**config.mk**
```make
export PLATFORM = sky130hd
export DESIGN_NAME = glyph_layout_line_wrap_core
export DESIGN_NICKNAME = d
export VERILOG_FILES = /design/src/rtl/glw_pkg.sv /design/src/rtl/glyph_layout_line_wrap_core.sv /design/src/rtl/glw_front.sv /design/src/rtl/glw_queue.sv /design/src/rtl/glw_back.sv
export SDC_FILE = /design/constraint.sdc
export NUM_CORES = 2
export LEC_CHECK = 0
export ABC_AREA = 1
export BUFFER_PORTS_ARGS = -buffer_cell sky130_fd_sc_hd__buf_4
export CAP_MARGIN = 15
export CORE_MARGIN = 5
export CORE_UTILIZATION = 35
export CTS_CLUSTER_SIZE = 30
export DETAILED_ROUTE_END_ITERATION = 16
export GPL_ROUTABILITY_DRIVEN = 0
export PLACE_DENSITY = 0.5
export SYNTH_ARGS = -nofsm -noshare
export SYNTH_HDL_FRONTEND = slang
export SYNTH_SLANG_ARGS = --single-unit
```
**constraint.sdc**
```tcl
create_clock -name clk -period 14.62 [get_ports clk]
set_input_delay 2.193 -clock clk [delete_from_list [all_inputs] [get_ports clk]]
set_output_delay 2.193 -clock clk [all_outputs]
set_load 0.005 [all_outputs]
```
**src/rtl/glw_pkg.sv**
```systemverilog
package glw_pkg;

    // field widths of one character word
    localparam int CODE_W    = 21;
    localparam int TEX_W     = 16;
    localparam int METRIC_W  = 10;
    localparam int ADV_W     = 16;
    localparam int ADV_FRAC  = 6;
    localparam int REG_W     = 24;
    localparam int PEN_W     = 25;
    localparam int DIST_W    = 26;
    localparam int MAG_W     = 27;
    localparam int COORD_W   = 26;
    localparam int SUM_W     = 29;
    localparam int PROD_W    = METRIC_W + REG_W;
    localparam int SLOT_IDX_W = 12;

    // packed stream widths
    localparam int IN_TDATA_W  = 96;
    localparam int OUT_TDATA_W = 128;

    // queue between front and back
    localparam int QUEUE_DEPTH = 4;
    localparam int QPTR_W      = $clog2(QUEUE_DEPTH);
    localparam int QCNT_W      = $clog2(QUEUE_DEPTH + 1);

    localparam logic [CODE_W-1:0] NEWLINE_CODE = CODE_W'(10);

    // register reset values
    localparam logic [REG_W-1:0] GLYPH_SCALE_RST = 24'd65536;
    localparam logic [REG_W-1:0] LINE_HEIGHT_RST = 24'd4096;
    localparam logic [REG_W-1:0] LINE_STEP_RST   = 24'd4506;
    localparam logic [REG_W-1:0] BOX_WIDTH_RST   = 24'd16777215;
    localparam logic [REG_W-1:0] BOX_HEIGHT_RST  = 24'd16777215;

    localparam logic signed [SUM_W-1:0] S26_MAX = SUM_W'(33554431);
    localparam logic signed [SUM_W-1:0] S26_MIN = -SUM_W'(33554432);

    typedef enum logic [2:0] {
        CFG_GLYPH_SCALE = 3'd0,
        CFG_LINE_HEIGHT = 3'd1,
        CFG_LINE_STEP   = 3'd2,
        CFG_BOX_WIDTH   = 3'd3,
        CFG_BOX_HEIGHT  = 3'd4,
        CFG_MULTILINE   = 3'd5
    } cfg_idx_t;

    typedef struct packed {
        logic [REG_W-1:0] unit_scale;
        logic [REG_W-1:0] line_height;
        logic [REG_W-1:0] line_step;
        logic [REG_W-1:0] box_width;
        logic [REG_W-1:0] box_height;
        logic             multiline;
    } glw_cfg_t;

    // classified and scaled character, as queued for the back end
    typedef struct packed {
        logic              start;
        logic              newline;
        logic              drawable;
        logic [TEX_W-1:0]  texture;
        logic [DIST_W-1:0] adv_px;
        logic [REG_W-1:0]  draw_w;
        logic [REG_W-1:0]  draw_h;
        logic              bx_neg;
        logic [MAG_W-1:0]  bx_mag;
        logic              by_neg;
        logic [MAG_W-1:0]  by_mag;
    } glw_item_t;

    function automatic logic [COORD_W-1:0] sat_s26(input logic signed [SUM_W-1:0] v);
        logic [COORD_W-1:0] r;
        if (v > S26_MAX)
        begin
            r = S26_MAX[COORD_W-1:0];
        end
        else if (v < S26_MIN)
        begin
            r = S26_MIN[COORD_W-1:0];
        end
        else
        begin
            r = v[COORD_W-1:0];
        end
        return r;
    endfunction

endpackage

```
**src/rtl/glyph_layout_line_wrap_core.sv**
```systemverilog
// glyph layout with line wrap
// s_* carries one character word per handshake: s_tuser is start_of_text,
// s_tdata the code point, texture handle and glyph metrics. m_* carries one
// placed glyph word: slot index, texture, scaled size and offset. A character
// gives zero or one glyph word; multiline newlines, wraps that leave the box
// and characters after a halt give none.
// cfg_we/cfg_index/cfg_data write the six layout registers; write them only
// while no character is in flight.
// A glyph word passes the front multiply register, the queue and the output
// register before it shows on m_tvalid.
// Throughput: one character per cycle while m_tready keeps the output open;
// the pen update in the back end is the only loop.
// A four-word queue separates the multiply front from the pen back end, and
// s_tready follows m_tready combinationally once that queue is full, so a
// stalled receiver holds the input off after the queue and front stage fill.
// Reset clears the pen to the origin of the first row, the slot count, the
// halted flag, the queue and the registers to their defaults; no clear pass.
module glyph_layout_line_wrap_core #(
    parameter int MAX_SLOTS       = 4096,
    parameter int COORD_FRAC_BITS = 8
) (
    input  logic                                clk,
    input  logic                                rst_n,
    input  logic                                s_tvalid,
    output logic                                s_tready,
    // char_code, texture_id, glyph width, glyph height, x bearing, y bearing,
    // advance_units, zero pad
    input  logic [glw_pkg::IN_TDATA_W-1:0]      s_tdata,
    // start_of_text
    input  logic                                s_tuser,
    output logic                                m_tvalid,
    input  logic                                m_tready,
    // slot_index, out_texture, draw_width, draw_height, draw_x, draw_y
    output logic [glw_pkg::OUT_TDATA_W-1:0]     m_tdata,
    input  logic                                cfg_we,
    input  logic [2:0]                          cfg_index,
    input  logic [glw_pkg::REG_W-1:0]           cfg_data
);

    glw_pkg::glw_cfg_t  cfg_reg;
    glw_pkg::glw_item_t front_item;
    glw_pkg::glw_item_t queue_item;
    logic               front_valid;
    logic               front_ready;
    logic               queue_valid;
    logic               queue_ready;

    logic [glw_pkg::SLOT_IDX_W-1:0] slot_index;
    logic [glw_pkg::TEX_W-1:0]      out_texture;
    logic [glw_pkg::REG_W-1:0]      draw_width;
    logic [glw_pkg::REG_W-1:0]      draw_height;
    logic [glw_pkg::COORD_W-1:0]    draw_x;
    logic [glw_pkg::COORD_W-1:0]    draw_y;

    // configuration registers
    always_ff @(posedge clk or negedge rst_n)
    begin
        if (!rst_n)
        begin
            cfg_reg.unit_scale  <= glw_pkg::GLYPH_SCALE_RST;
            cfg_reg.line_height <= glw_pkg::LINE_HEIGHT_RST;
            cfg_reg.line_step   <= glw_pkg::LINE_STEP_RST;
            cfg_reg.box_width   <= glw_pkg::BOX_WIDTH_RST;
            cfg_reg.box_height  <= glw_pkg::BOX_HEIGHT_RST;
            cfg_reg.multiline   <= 1'b0;
        end
        else if (cfg_we)
        begin
            case (glw_pkg::cfg_idx_t'(cfg_index))
                glw_pkg::CFG_GLYPH_SCALE: cfg_reg.unit_scale  <= cfg_data;
                glw_pkg::CFG_LINE_HEIGHT: cfg_reg.line_height <= cfg_data;
                glw_pkg::CFG_LINE_STEP:   cfg_reg.line_step   <= cfg_data;
                glw_pkg::CFG_BOX_WIDTH:   cfg_reg.box_width   <= cfg_data;
                glw_pkg::CFG_BOX_HEIGHT:  cfg_reg.box_height  <= cfg_data;
                glw_pkg::CFG_MULTILINE:   cfg_reg.multiline   <= cfg_data[0];
                default: ;
            endcase
        end
    end

    // scaling front end
    glw_front #(
        .COORD_FRAC_BITS (COORD_FRAC_BITS)
    ) u_front (
        .clk           (clk),
        .rst_n         (rst_n),
        .in_valid      (s_tvalid),
        .in_ready      (s_tready),
        .start         (s_tuser),
        .char_code     (s_tdata[20:0]),
        .texture_id    (s_tdata[36:21]),
        .glyph_width   (s_tdata[46:37]),
        .glyph_h       (s_tdata[56:47]),
        .bx_raw        (s_tdata[66:57]),
        .by_raw        (s_tdata[76:67]),
        .advance_units (s_tdata[92:77]),
        .unit_scale    (cfg_reg.unit_scale),
        .out_valid     (front_valid),
        .out_item      (front_item),
        .out_ready     (front_ready)
    );

    // decoupling queue
    glw_queue u_queue (
        .clk        (clk),
        .rst_n      (rst_n),
        .push_valid (front_valid),
        .push_ready (front_ready),
        .push_item  (front_item),
        .pop_valid  (queue_valid),
        .pop_ready  (queue_ready),
        .pop_item   (queue_item)
    );

    // pen and placement back end
    glw_back #(
        .MAX_SLOTS (MAX_SLOTS)
    ) u_back (
        .clk         (clk),
        .rst_n       (rst_n),
        .in_valid    (queue_valid),
        .in_ready    (queue_ready),
        .in_item     (queue_item),
        .cfg         (cfg_reg),
        .out_valid   (m_tvalid),
        .out_ready   (m_tready),
        .slot_index  (slot_index),
        .out_texture (out_texture),
        .draw_width  (draw_width),
        .draw_height (draw_height),
        .draw_x      (draw_x),
        .draw_y      (draw_y)
    );

    assign m_tdata = {draw_y, draw_x, draw_height, draw_width, out_texture, slot_index};

endmodule

```
**src/rtl/glw_front.sv**
```systemverilog
module glw_front #(
    parameter int COORD_FRAC_BITS = 8
) (
    input  logic                                 clk,
    input  logic                                 rst_n,
    input  logic                                 in_valid,
    output logic                                 in_ready,
    input  logic                                 start,
    input  logic [glw_pkg::CODE_W-1:0]           char_code,
    input  logic [glw_pkg::TEX_W-1:0]            texture_id,
    input  logic [glw_pkg::METRIC_W-1:0]         glyph_width,
    input  logic [glw_pkg::METRIC_W-1:0]         glyph_h,
    input  logic [glw_pkg::METRIC_W-1:0]         bx_raw,
    input  logic [glw_pkg::METRIC_W-1:0]         by_raw,
    input  logic [glw_pkg::ADV_W-1:0]            advance_units,
    input  logic [glw_pkg::REG_W-1:0]            unit_scale,
    output logic                                 out_valid,
    output glw_pkg::glw_item_t                   out_item,
    input  logic                                 out_ready
);

    localparam int SCALE_SHIFT = 16 - COORD_FRAC_BITS;
    localparam int PW = glw_pkg::PROD_W;
    localparam int MW = glw_pkg::METRIC_W;

    logic          st_valid_reg;
    logic          start_reg;
    logic          newline_reg;
    logic          drawable_reg;
    logic [glw_pkg::TEX_W-1:0] tex_reg;
    logic [PW-1:0] dist_reg;
    logic [PW-1:0] width_reg;
    logic [PW-1:0] height_reg;
    logic          bx_neg_reg;
    logic [PW-1:0] bx_reg;
    logic          by_neg_reg;
    logic [PW-1:0] by_reg;

    logic [MW-1:0] adv_int;
    logic [MW-1:0] bx_mag;
    logic [MW-1:0] by_mag;
    logic [PW-1:0] dist_prod;
    logic [PW-1:0] width_prod;
    logic [PW-1:0] height_prod;
    logic [PW-1:0] bx_prod;
    logic [PW-1:0] by_prod;
    logic          take;

    assign in_ready = !st_valid_reg || out_ready;
    assign take     = in_valid && in_ready;

    // integer advance and bearing magnitudes
    assign adv_int = MW'(advance_units[glw_pkg::ADV_W-1:glw_pkg::ADV_FRAC]);
    assign bx_mag  = bx_raw[MW-1] ? MW'(-bx_raw) : bx_raw;
    assign by_mag  = by_raw[MW-1] ? MW'(-by_raw) : by_raw;

    // independent scaling multiplies, truncated toward zero
    assign dist_prod   = (PW'(adv_int) * PW'(unit_scale)) >> SCALE_SHIFT;
    assign width_prod  = (PW'(glyph_width) * PW'(unit_scale)) >> SCALE_SHIFT;
    assign height_prod = (PW'(glyph_h) * PW'(unit_scale)) >> SCALE_SHIFT;
    assign bx_prod     = (PW'(bx_mag) * PW'(unit_scale)) >> SCALE_SHIFT;
    assign by_prod     = (PW'(by_mag) * PW'(unit_scale)) >> SCALE_SHIFT;

    // stage valid
    always_ff @(posedge clk or negedge rst_n)
    begin
        if (!rst_n)
        begin
            st_valid_reg <= 1'b0;
        end
        else if (in_ready)
        begin
            st_valid_reg <= in_valid;
        end
    end

    // stage payload
    always_ff @(posedge clk)
    begin
        if (take)
        begin
            start_reg    <= start;
            newline_reg  <= (char_code == glw_pkg::NEWLINE_CODE);
            drawable_reg <= (glyph_width != '0);
            tex_reg      <= texture_id;
            dist_reg     <= dist_prod;
            width_reg    <= width_prod;
            height_reg   <= height_prod;
            bx_neg_reg   <= bx_raw[MW-1];
            bx_reg       <= bx_prod;
            by_neg_reg   <= by_raw[MW-1];
            by_reg       <= by_prod;
        end
    end

    // clamp products to the widths the back end can tell apart
    always_comb
    begin
        out_item.start    = start_reg;
        out_item.newline  = newline_reg;
        out_item.drawable = drawable_reg;
        out_item.texture  = tex_reg;
        out_item.adv_px   = (dist_reg[PW-1:glw_pkg::DIST_W] != '0) ? '1
                            : dist_reg[glw_pkg::DIST_W-1:0];
        out_item.draw_w   = (width_reg[PW-1:glw_pkg::REG_W] != '0) ? '1
                            : width_reg[glw_pkg::REG_W-1:0];
        out_item.draw_h   = (height_reg[PW-1:glw_pkg::REG_W] != '0) ? '1
                            : height_reg[glw_pkg::REG_W-1:0];
        out_item.bx_neg   = bx_neg_reg;
        out_item.bx_mag   = (bx_reg[PW-1:glw_pkg::MAG_W-1] != '0)
                            ? {1'b1, {(glw_pkg::MAG_W-1){1'b0}}}
                            : bx_reg[glw_pkg::MAG_W-1:0];
        out_item.by_neg   = by_neg_reg;
        out_item.by_mag   = (by_reg[PW-1:glw_pkg::MAG_W-1] != '0)
                            ? {1'b1, {(glw_pkg::MAG_W-1){1'b0}}}
                            : by_reg[glw_pkg::MAG_W-1:0];
    end

    assign out_valid = st_valid_reg;

endmodule

```
**src/rtl/glw_queue.sv**
```systemverilog
module glw_queue (
    input  logic               clk,
    input  logic               rst_n,
    input  logic               push_valid,
    output logic               push_ready,
    input  glw_pkg::glw_item_t push_item,
    output logic               pop_valid,
    input  logic               pop_ready,
    output glw_pkg::glw_item_t pop_item
);

    glw_pkg::glw_item_t mem_reg [glw_pkg::QUEUE_DEPTH];

    logic [glw_pkg::QPTR_W-1:0] wr_ptr_reg;
    logic [glw_pkg::QPTR_W-1:0] rd_ptr_reg;
    logic [glw_pkg::QCNT_W-1:0] count_reg;
    logic [glw_pkg::QCNT_W-1:0] count_next;
    logic                       push;
    logic                       pop;

    assign pop_valid  = (count_reg != '0);
    assign pop        = pop_valid && pop_ready;
    assign push_ready = (count_reg != glw_pkg::QCNT_W'(glw_pkg::QUEUE_DEPTH)) || pop;
    assign push       = push_valid && push_ready;
    assign pop_item   = mem_reg[rd_ptr_reg];

    always_comb
    begin
        count_next = count_reg;
        if (push && !pop)
        begin
            count_next = count_reg + glw_pkg::QCNT_W'(1);
        end
        else if (pop && !push)
        begin
            count_next = count_reg - glw_pkg::QCNT_W'(1);
        end
    end

    // pointers and fill level
    always_ff @(posedge clk or negedge rst_n)
    begin
        if (!rst_n)
        begin
            wr_ptr_reg <= '0;
            rd_ptr_reg <= '0;
            count_reg  <= '0;
        end
        else
        begin
            count_reg <= count_next;
            if (push)
            begin
                wr_ptr_reg <= wr_ptr_reg + glw_pkg::QPTR_W'(1);
            end
            if (pop)
            begin
                rd_ptr_reg <= rd_ptr_reg + glw_pkg::QPTR_W'(1);
            end
        end
    end

    // entry storage
    always_ff @(posedge clk)
    begin
        if (push)
        begin
            mem_reg[wr_ptr_reg] <= push_item;
        end
    end

endmodule

```
**src/rtl/glw_back.sv**
```systemverilog
module glw_back #(
    parameter int MAX_SLOTS = 4096
) (
    input  logic                               clk,
    input  logic                               rst_n,
    input  logic                               in_valid,
    output logic                               in_ready,
    input  glw_pkg::glw_item_t                 in_item,
    input  glw_pkg::glw_cfg_t                  cfg,
    output logic                               out_valid,
    input  logic                               out_ready,
    output logic [glw_pkg::SLOT_IDX_W-1:0]     slot_index,
    output logic [glw_pkg::TEX_W-1:0]          out_texture,
    output logic [glw_pkg::REG_W-1:0]          draw_width,
    output logic [glw_pkg::REG_W-1:0]          draw_height,
    output logic [glw_pkg::COORD_W-1:0]        draw_x,
    output logic [glw_pkg::COORD_W-1:0]        draw_y
);

    localparam int CNT_W  = $clog2(MAX_SLOTS + 1);
    localparam int IDX_EW = (CNT_W > glw_pkg::SLOT_IDX_W) ? CNT_W : glw_pkg::SLOT_IDX_W;
    localparam int PW     = glw_pkg::PEN_W;
    localparam int SW     = glw_pkg::SUM_W;

    logic [PW-1:0]    pen_x_reg, pen_x_next;
    logic [PW-1:0]    pen_y_reg, pen_y_next;
    logic [CNT_W-1:0] cnt_reg, cnt_next;
    logic             halted_reg, halted_next;
    logic             out_valid_reg;
    logic             emit;
    logic             pop;

    logic [glw_pkg::SLOT_IDX_W-1:0] slot_reg;
    logic [glw_pkg::TEX_W-1:0]      tex_reg;
    logic [glw_pkg::REG_W-1:0]      dw_reg;
    logic [glw_pkg::REG_W-1:0]      dh_reg;
    logic [glw_pkg::COORD_W-1:0]    dx_reg;
    logic [glw_pkg::COORD_W-1:0]    dy_reg;

    logic [PW-1:0]       px0, py0, py_nl, px_b, py_b, px_adv;
    logic [CNT_W-1:0]    cnt0, cnt1;
    logic                h0, has_slot, nl_halt, over, wrap;
    logic [PW:0]         step_sum;
    logic [PW+1:0]       adv_sum;
    logic [IDX_EW-1:0]   slot_wide;
    logic signed [SW-1:0] bx_s, by_s, dx_full, dy_full;

    assign pop      = in_valid && (!out_valid_reg || out_ready);
    assign in_ready = !out_valid_reg || out_ready;

    // pen, slot and wrap decisions for the character at the queue head
    always_comb
    begin
        px0  = in_item.start ? '0 : pen_x_reg;
        py0  = in_item.start ? PW'(cfg.line_height) : pen_y_reg;
        cnt0 = in_item.start ? '0 : cnt_reg;
        h0   = in_item.start ? 1'b0 : halted_reg;

        has_slot = in_item.drawable && (cnt0 < CNT_W'(MAX_SLOTS));
        cnt1     = cnt0 + CNT_W'(has_slot);

        step_sum = {1'b0, py0} + (PW+1)'(cfg.line_step);
        py_nl    = step_sum[PW] ? '1 : step_sum[PW-1:0];
        nl_halt  = py_nl > PW'(cfg.box_height);

        adv_sum = (PW+2)'(px0) + (PW+2)'(in_item.adv_px);
        over    = adv_sum > (PW+2)'(cfg.box_width);
        wrap    = over && cfg.multiline;

        px_b    = wrap ? '0 : px0;
        py_b    = wrap ? py_nl : py0;
        adv_sum = (PW+2)'(px_b) + (PW+2)'(in_item.adv_px);
        px_adv  = (adv_sum[PW+1:PW] != '0) ? '1 : adv_sum[PW-1:0];

        bx_s    = $signed(SW'(in_item.bx_mag));
        by_s    = $signed(SW'(in_item.by_mag));
        dx_full = in_item.bx_neg ? $signed(SW'(px_b)) - bx_s : $signed(SW'(px_b)) + bx_s;
        dy_full = in_item.by_neg ? $signed(SW'(py_b)) + by_s : $signed(SW'(py_b)) - by_s;

        slot_wide = IDX_EW'(cnt1 - CNT_W'(1));
    end

    // next state
    always_comb
    begin
        pen_x_next  = px0;
        pen_y_next  = py0;
        cnt_next    = cnt0;
        halted_next = h0;
        emit        = 1'b0;
        if (!h0)
        begin
            cnt_next = cnt1;
            if (in_item.newline && cfg.multiline)
            begin
                pen_x_next  = '0;
                pen_y_next  = py_nl;
                halted_next = nl_halt;
            end
            else if (over && !cfg.multiline)
            begin
                halted_next = 1'b1;
            end
            else if (wrap && nl_halt)
            begin
                pen_x_next  = '0;
                pen_y_next  = py_nl;
                halted_next = 1'b1;
            end
            else
            begin
                pen_x_next = px_adv;
                pen_y_next = py_b;
                emit       = has_slot;
            end
        end
    end

    // layout state
    always_ff @(posedge clk or negedge rst_n)
    begin
        if (!rst_n)
        begin
            pen_x_reg  <= '0;
            pen_y_reg  <= PW'(glw_pkg::LINE_HEIGHT_RST);
            cnt_reg    <= '0;
            halted_reg <= 1'b0;
        end
        else if (pop)
        begin
            pen_x_reg  <= pen_x_next;
            pen_y_reg  <= pen_y_next;
            cnt_reg    <= cnt_next;
            halted_reg <= halted_next;
        end
    end

    // output word valid
    always_ff @(posedge clk or negedge rst_n)
    begin
        if (!rst_n)
        begin
            out_valid_reg <= 1'b0;
        end
        else if (pop)
        begin
            out_valid_reg <= emit;
        end
        else if (out_ready)
        begin
            out_valid_reg <= 1'b0;
        end
    end

    // output word payload
    always_ff @(posedge clk)
    begin
        if (pop && emit)
        begin
            slot_reg <= slot_wide[glw_pkg::SLOT_IDX_W-1:0];
            tex_reg  <= in_item.texture;
            dw_reg   <= in_item.draw_w;
            dh_reg   <= in_item.draw_h;
            dx_reg   <= glw_pkg::sat_s26(dx_full);
            dy_reg   <= glw_pkg::sat_s26(dy_full);
        end
    end

    assign out_valid   = out_valid_reg;
    assign slot_index  = slot_reg;
    assign out_texture = tex_reg;
    assign draw_width  = dw_reg;
    assign draw_height = dh_reg;
    assign draw_x      = dx_reg;
    assign draw_y      = dy_reg;

endmodule

```
==> metrics.yaml <==
cts_max_path_buffers: 3
netlist_area_sq_um: 87000
h-tree-depth: 3
die_width_um: 509
number_of_max_capacitance_violations_reported: 0
die-area_sq_um: 259000
total_of_endpoints_with_negative_setup_slack_in_the_final_report: 0
syn_inst: 9617
start_kind: "flip-flop"
outcome: "completed"
grt-ovfl-total: 0
cts_setup_buffers: 0
grt_start_max_net_pins: 197
tritoncts: "done"
timing.critical_path.fanout_max: 79
largest_reg_flops: 588
clock.fmax_ghz: 0.0865
insertion_delay_ns: 0.77
mostFrequentLayoutCells: "2190 x nand2_1, 1735 x inv_1, 872 x fa_1"
slew_violations: 0
fraction_of_layout_instances_using_a_drive_strength_above_1_pct: 8.36
num-nets-final: 11200
post_synthesis_mean_instance_area_sq_um: 9.05
holdCritPathClass: "flip-flop to flip-flop"
endpoint_kind: "flip-flop"
io_pins: 259
initialDrtViolationCount: 4502
regToRegSetupSlack_ns: 3.06
hold_violations: 0
number_of_enable_type_register_cells_in_the_synthesized_netlist: 867
initial_antenna_violation_count: 19
maxSlewHeadroom_pct: 14.1
worst-setup-path-type: "flip-flop to flip-flop"
fin_setup_tns_ns: 0
commonest_non_fill_non_tap_cell_in_the_layout: "nand2_1"
floorplan.initialDensity_pct: 35.1
drt-pass1-iter-count: 6
max_slew.worst_pin.slew_ns: 1.29
cp_slowest_stage_delay_ns: 0.75
first_global_vias: 65400
placement.io_buffers: 249
global_route.usage.total_pct: 19.7
drc_errors: 0
postRouteAntennaNets: 0
fp.coreArea_sq_um: 248000
via_count: 64800
detail_route.wl_per_cell_um: 19.6
async_flop_share_pct: 18.3
critical-path-top-cell-by-count: "nand2_1"
wl_um: 256000
clock-skew-final_ns: 0.0489
slowest_stage: "dfrtp_4"
ys_types: 65
cts.root.buffer_cell: "clkbuf_16"
clock_buffer_count_from_cts: 114
ys.flop_type: "edfxtp_1"
cp.arrival_ns: 12.06
die_height_um: 509
ys_seq_elements: 1061
numClockSinks: 1061
final_worst_path_period_need_ns: 11.56
final_min_period_over_clock_period_pct: 79.1
cpLargestDelayFamily: "compound AO/OA/AOI/OAI gates"
postCtsResizedCells: 0
yosysWarningCount: 0
total_nets_after_synthesis: 11200
timing.critical_path.buf_inv: 7
yosysSeqAreaShare_pct: 35.6
clkTransAtPathRegs_ns: 0.06
area.growth.synth_to_final_pct: 10.3
drt-vias-per-instance: 4.96
placementRows: 183
grt_pass1_wl_um: 395000
rsz0062_at_grt: "false"
cts_hold_buffers: 0
worst-endpoint-required_ns: 15.11
dp.final_hpwl_um: 184000
metal layers:
metal,GRT usage [%],routed length [um]
met5,0,13
met4,4.88,5490
met1,27.9,117000
met2,31.9,118000
met3,2.64,14800
final timing paths:
path                                        from                   to  depth (start not counted)
max                        u_queue.rd_ptr_reg[1]     u_back.draw_y[1]                         57
min in group asynchronous                  rst_n    u_back.cnt_reg[7]                          1
min                          u_back.pen_x_reg[2]  u_back.pen_x_reg[2]                          2
min reg2reg                  u_back.pen_x_reg[2]  u_back.pen_x_reg[2]                          2
max reg2reg                u_queue.rd_ptr_reg[1]     u_back.draw_y[1]                         57
max in group asynchronous                  rst_n          cfg_reg[99]                          2
worst register-to-register path, delay by kind of cell (launching register included):
kind | cells | cell delay (ns)
compound gates | 17 | 3.92
simple gates | 29 | 2.96
buf+inv | 7 | 2.45
fa+ha+maj | 3 | 1.01
flops | 1 | 0.75
xor+xnor | 1 | 0.20
kinds of logic (layout without fill, tap and decap cells):
family                     Yosys count  after routing  share of synthesized area [%]
xor gates and xnor gates           248            248                           2.50
other                                0             15                              0
adders and majority gates         1432           1432                           28.1
muxes                                5              5                         0.0590
AOI/OAI and AO/OA                 1267           1267                           8.19
buffers and inverters             2178           2293                           9.51
DFF                               1061           1061                           35.6
and+or+nand+nor                   3426           3426                           16.0
cell usage after synthesis, types with 7 or more instances:
cell type  instances  area share (%)
nand2_1         2191             9.5
inv_1           1738             7.5
fa_1             872              20
edfxtp_1         867              30
nor2_1           713             3.1
ha_1             560             8.1
o21ai_0          539             3.1
a21oi_1          375             2.2
clkbuf_1         373             1.6
or2_2            178             1.3
nand3_1          177             1.0
xor2_1           170             1.7
dfrtp_1          137             3.9
o22ai_1           98            0.70
xnor2_1           78            0.79
dfstp_2           57             1.7
nand4_1           56            0.40
a32oi_1           54            0.54
nor3_1            46            0.26
buf_1             38            0.16
o21ai_1           27            0.16
a31oi_1           23            0.17
o31ai_1           22            0.19
o21bai_1          19            0.16
nor4_1            18            0.13
a211oi_1          17            0.15
a21o_1            16            0.14
nand2_2           16            0.12
o21a_1            13            0.11
a22oi_1           12            0.10
buf_6             11            0.14
a21boi_0          10           0.086
a221oi_1           9           0.091
o221ai_1           9           0.091
o211ai_1           8           0.069
nand3b_1           7           0.060
per-stage QoR:
step	std cells	utilization, %	worst slack, ns	hold slack [ns]	cell area [sq um]
after global placement	12800	37.2	3.10	0.462	92100
after floorplan	9617	-	3.50	0.448	87000
final	13100	38.7	3.06	0.477	96000
after global routing	13100	38.7	1.94	0.493	95900
after CTS	13100	38.7	3.14	0.480	95900
after detailed placement	12800	37.2	3.17	0.468	92100
area by class of cell:
class | instances | area, sq um
diodes | 15 | 37.5
clock buffers | 145 | 3090
clock inverters | 71 | 693
fillers | 24800 | 152000
inverters | 1747 | 6580
multi-input cells | 6378 | 47800
flip-flops and latches | 1061 | 31000
well taps | 3330 | 4170
repair buffers | 330 | 2560
Power is left out: the tool's default activity adds up to more than one toggle a clock period on the data nets, which glitch-free logic cannot reach.
